## src/sv/rpwe_pkg.sv

```systemverilog
package rpwe_pkg;

  localparam int POS_W   = 12;
  localparam int WIN_W   = POS_W + 1;
  localparam int IN_VAL_W = 12;
  localparam int CNT_W   = 13;
  localparam int TAG_W   = 16;
  localparam int SUM_W   = 36;
  localparam int CFG_W   = 13;

  localparam int DEFAULT_ELEMENT_DEPTH = 4096;
  localparam int DEFAULT_VALUE_BITS    = 12;

  localparam logic [CFG_W-1:0] ELEMENT_COUNT_RESET = CFG_W'(4096);
  localparam logic [WIN_W-1:0] WIN_MAX = WIN_W'(1) << POS_W;

  localparam logic REQ_LOAD  = 1'b0;
  localparam logic REQ_QUERY = 1'b1;

  // control from the sequencer to the shared multiply-accumulate unit
  typedef struct packed {
    logic clear;
    logic mul_en;
    logic acc_en;
    logic drop;
  } sum_ctl_t;

endpackage

```

## src/sv/rpwe_sum_unit.sv

```systemverilog
module rpwe_sum_unit import rpwe_pkg::*; #(
  parameter int VALUE_BITS = DEFAULT_VALUE_BITS
) (
  input  logic                  clk,
  input  logic                  rst_n,
  input  sum_ctl_t              ctl,
  input  logic [VALUE_BITS-1:0] value,
  input  logic [CNT_W-1:0]      count,
  output logic [SUM_W-1:0]      sum
);

  localparam int FAC_W  = CNT_W + 1;
  localparam int PROD_W = FAC_W + VALUE_BITS;

  logic [FAC_W-1:0]  factor;
  logic [PROD_W-1:0] prod_r, prod_nxt;
  logic              drop_r, drop_nxt;
  logic [SUM_W-1:0]  sum_r, sum_nxt;

  // (c+1)^2 - c^2 = 2c+1, c^2 - (c-1)^2 = 2c-1
  always_comb begin
    if (ctl.drop) begin
      factor = {count, 1'b0} - FAC_W'(1);
    end else begin
      factor = {count, 1'b0} + FAC_W'(1);
    end
  end

  always_comb begin
    prod_nxt = prod_r;
    drop_nxt = drop_r;
    if (ctl.mul_en) begin
      prod_nxt = PROD_W'(factor) * PROD_W'(value);
      drop_nxt = ctl.drop;
    end
  end

  always_comb begin
    sum_nxt = sum_r;
    if (ctl.clear) begin
      sum_nxt = '0;
    end else if (ctl.acc_en) begin
      if (drop_r) begin
        sum_nxt = sum_r - SUM_W'(prod_r);
      end else begin
        sum_nxt = sum_r + SUM_W'(prod_r);
      end
    end
  end

  always_ff @(posedge clk) begin
    prod_r <= prod_nxt;
    drop_r <= drop_nxt;
  end

  always_ff @(posedge clk) begin
    if (!rst_n) begin
      sum_r <= '0;
    end else begin
      sum_r <= sum_nxt;
    end
  end

  assign sum = sum_r;

endmodule

```

## config.mk

```make
export PLATFORM = sky130hd
export DESIGN_NAME = rpwe_sum_unit
export DESIGN_NICKNAME = d
export VERILOG_FILES = /design/src/sv/rpwe_pkg.sv /design/src/sv/rpwe_sum_unit.sv
export SDC_FILE = /design/constraint.sdc
export NUM_CORES = 1
export LEC_CHECK = 0
export ABC_CLOCK_PERIOD_IN_PS = 7300
export BUFFER_PORTS_ARGS = -buffer_cell sky130_fd_sc_hd__buf_2
export CAP_MARGIN = 20
export CORE_MARGIN = 5
export CORE_UTILIZATION = 60
export CTS_BUF_LIST = sky130_fd_sc_hd__clkbuf_4
export DETAILED_ROUTE_END_ITERATION = 12
export PLACE_DENSITY = 0.79
export SLEW_MARGIN = 5
export SYNTH_ARGS = -nofsm -noshare
export SYNTH_HDL_FRONTEND = slang
export SYNTH_SLANG_ARGS = --single-unit
```

## constraint.sdc

```tcl
create_clock -name clk -period 7.3 [get_ports clk]
set_clock_uncertainty 0.2 [all_clocks]
set_input_delay 0.365 -clock clk [delete_from_list [all_inputs] [get_ports clk]]
set_output_delay 0.365 -clock clk [all_outputs]
set_load 0.02 [all_outputs]
```

==> out/qor.yml <==
timing:
  worst_slack_ns: 0.823
  slew_violations: 0
  rsz0062_at_grt: "false"
  tightestPinTransition_ns: 0.872
  setup_violations: 0
  hold_viol_final: 0
  period_needed_ns: 6.48
  relSlewSlack: 0.414
  tns_ns: 0
  period_share: 0.887
  max_freq_mhz: 154
die:
  die_w_um: 138
  start_util: 0.603
  core-area_mm2: 0.0164
  die_area_mm2: 0.0192
  io_pins: 67
  std_cell_rows: 47
  die_y_um: 138
global_routing:
  grt_pass1_wl_um: 36600
  grt_max_degree: 35
  grt_usage: 0.224
  antenna_found_initial: 1
  grt_pass1_vias: 8110
  overflow: 0
critical_path:
  required_ns: 7.36
  cp.arrival_ns: 6.54
  start_kind: "input port"
  startpoint: "count[1]"
  end_kind: "flop"
  r2r-start: "prod_r[11]$_DFFE_PP_"
  cp_max_fo: 12
  crit_type: "in2reg"
cells_and_area:
  seqCellArea_mm2: 0.00153
  nFillCells: 1377
  layout.nets: 1445
  multi_input_area_mm2: 0.00759
  drive_above_1_share: 0.0936
  area_growth_pct: 6.79
logic_synthesis:
  syn_nets: 1395
  syn_area_per_cell_um2: 8.66
  yosysWarnings: 0
  ys_ff_latch: 63
  synthCells: 1142
  postSynth.asyncResetShare: 0
  syn_area_mm2: 0.00989
  synth-edff-count: 27
  synth_flop_cell: "dfxtp_1"
  synth_cell_types: 58
  ys_seq_area_frac: 0.155
worst_hold_path:
  hp-class: "in2reg"
  worstHoldStart: "ctl[0]"
place:
  dp_slack_ns: 0.415
  globalplace.congestion: 0.880
  port_buffers: 66
  dp_hpwl_um: 17500
cts:
  cts_tree: "yes"
  cts_buffers: 9
  path_clk_slew_ns: 0.10
  cts_sinks: 63
  cts.htree.levels: 3
  ctsHoldBuffers: 0
  clk_latency_ns: 0.40
  cts_buffer_depth: 2
  ctsResizeCount: 0
  post_cts_buffers: 0
  clock-root-buffer: "clkbuf_4"
run_status:
  status: "finished, final reports clean"
drt:
  drtIter0Drc: 407
  vias: 7832
  drt-vias-per-instance: 5.52
  remaining_drc_errors: 0
  drt-total-wl_um: 21000
  dr.pass1.iters: 8
  postRouteAntennaNets: 0
  avgRoutedWirePerCell_um: 14.8
pwr:
  p_leak_nw: 5.22
  power_density_mw_per_mm2: 377
  vdd_drop_max_mv: 0.232
run:
  drv_cap: 0
area by class of cell:
| type | instances | share of cell area |
|---|---|---|
| multi-input cells | 874 | 0.718 |
| flip-flops and latches | 63 | 0.145 |
| inverters | 163 | 0.0580 |
| repair buffers | 81 | 0.0419 |
| well taps | 220 | 0.0261 |
| clock buffers | 13 | 0.00924 |
| clock inverters | 3 | 0.00107 |
| diodes | 1 | 0.000237 |
where the power goes:
part / leakage (nW) / switching (W) / internal, W
clock: 0.0645 / 0.000116 / 0.0000825
combinational: 4.60 / 0.00171 / 0.00137
sequential: 0.557 / 0.0000918 / 0.000607
total: 5.22 / 0.00192 / 0.00206
through the flow:
| step | instances | cell area [um2] | utilization | hold WS (ns) | total power, W |
|---|---|---|---|---|---|
| finish | 1418 | 10600 | 0.644 | 0.0696 | 0.00398 |
| global route | 1418 | 10600 | 0.644 | 0.0313 | 0.00448 |
| CTS | 1417 | 10600 | 0.644 | 0.0186 | 0.00401 |
| detailed placement | 1401 | 10500 | 0.637 | 0.264 | 0.00379 |
| global placement | 1401 | 10500 | 0.637 | 0.251 | 0.00369 |
| floorplan | 1142 | 9890 | - | 0.264 | 0.00321 |
path summary, 6_finish.rpt:
check / slack (ns) / to / cells after the start
worst max register to register: 2.22 / sum[35]$_SDFFE_PP0P_ / 18
worst min register to register: 0.28 / sum[35]$_SDFFE_PP0P_ / 2
worst max-delay path: 0.82 / prod_r[25]$_DFFE_PP_ / 28
worst min-delay path: 0.07 / drop_r$_DFFE_PP_ / 1
worst max-delay path, cell delays in order:
cell      delay, ns
buf_2          0.10
inv_1          0.06
ha_1           0.13
nand2_1        0.06
or2_2          0.33
nor4_1         0.28
xor2_1         0.17
buf_4          0.20
nand2_1        0.09
fa_1           0.52
fa_1           0.44
fa_1           0.50
inv_1          0.06
fa_1           0.52
inv_1          0.05
fa_1           0.52
inv_1          0.05
ha_1           0.34
o21a_1         0.12
o21ai_1        0.19
o31ai_1        0.11
a21oi_1        0.28
o21ai_1        0.15
o211ai_1       0.33
o21ai_1        0.15
o21ai_1        0.17
a21oi_1        0.09
a31oi_1        0.13
cells in the mapped netlist, drive strengths merged (2+ instances only):
library cell / instances / area [um2]
nor3: 23 / 131
or4: 4 / 30.0
nand2b: 12 / 75.1
nand3: 8 / 40.0
and3: 5 / 31.3
a21o: 26 / 203
a211oi: 13 / 103
buf: 5 / 18.8
nand4: 6 / 37.5
nor2b: 16 / 100
o211ai: 6 / 50.1
clkinv: 2 / 8.75
a31oi: 7 / 50.1
clkbuf: 37 / 139
dfxtp: 36 / 721
or3: 9 / 66.3
inv: 161 / 604
o21a: 10 / 75.1
nor3b: 5 / 48.8
fa: 121 / 2420
xnor2: 66 / 578
o31a: 2 / 17.5
and2: 68 / 425
or2: 2 / 12.5
ha: 101 / 1260
nor2: 85 / 319
a21oi: 65 / 325
xor2: 16 / 140
nand3b: 2 / 15.0
o21bai: 10 / 75.1
o31ai: 3 / 22.5
o21ai: 30 / 158
edfxtp: 27 / 811
nor4b: 2 / 17.5
mux2i: 21 / 210
nor4: 5 / 37.5
nand2: 117 / 439
cells in the final DEF, fill, tap and decap left out, drive strengths merged, types with 6 or more instances in the layout:
cell / instances
a21o: 26
o21ai: 30
clkbuf: 13
a21oi: 65
o21a: 10
o21bai: 10
edfxtp: 27
a31oi: 7
nor3: 23
nand4: 6
or3: 9
nand3: 8
nand2b: 12
xor2: 16
nand2: 117
ha: 101
dfxtp: 36
o211ai: 6
buf: 81
fa: 121
xnor2: 66
a211oi: 13
mux2i: 21
nor2b: 16
nor2: 85
and2: 68
inv: 161
logic make-up (layout without fill, tap and decap cells):
family | count (synthesis) | in the layout | share of synthesized area
buffers and inverters | 205 | 260 | 0.0779
multiplexers | 21 | 21 | 0.0212
AO/OA/AOI/OAI | 179 | 179 | 0.115
adder cells (fa/ha/maj) | 222 | 222 | 0.373
XOR/XNOR | 82 | 82 | 0.0726
flip-flops | 63 | 63 | 0.155
AND/OR/NAND/NOR | 370 | 370 | 0.185
other | 0 | 1 | 0
state kept, by name (all words and copies together) (netlist names):
register,count
prod_r,26
sum,36
drop_r,1
metal layers:
metal | GRT usage | vias up | wire, um
met4 | 0.0780 | 0 | 374
met1 | 0.288 | 3736 | 9190
li1 | - | 3819 | -
met2 | 0.393 | 241 | 10300
met3 | 0.0235 | 36 | 1090
met5 | 0 | - | 0
Power figures use the tool's default switching activity.
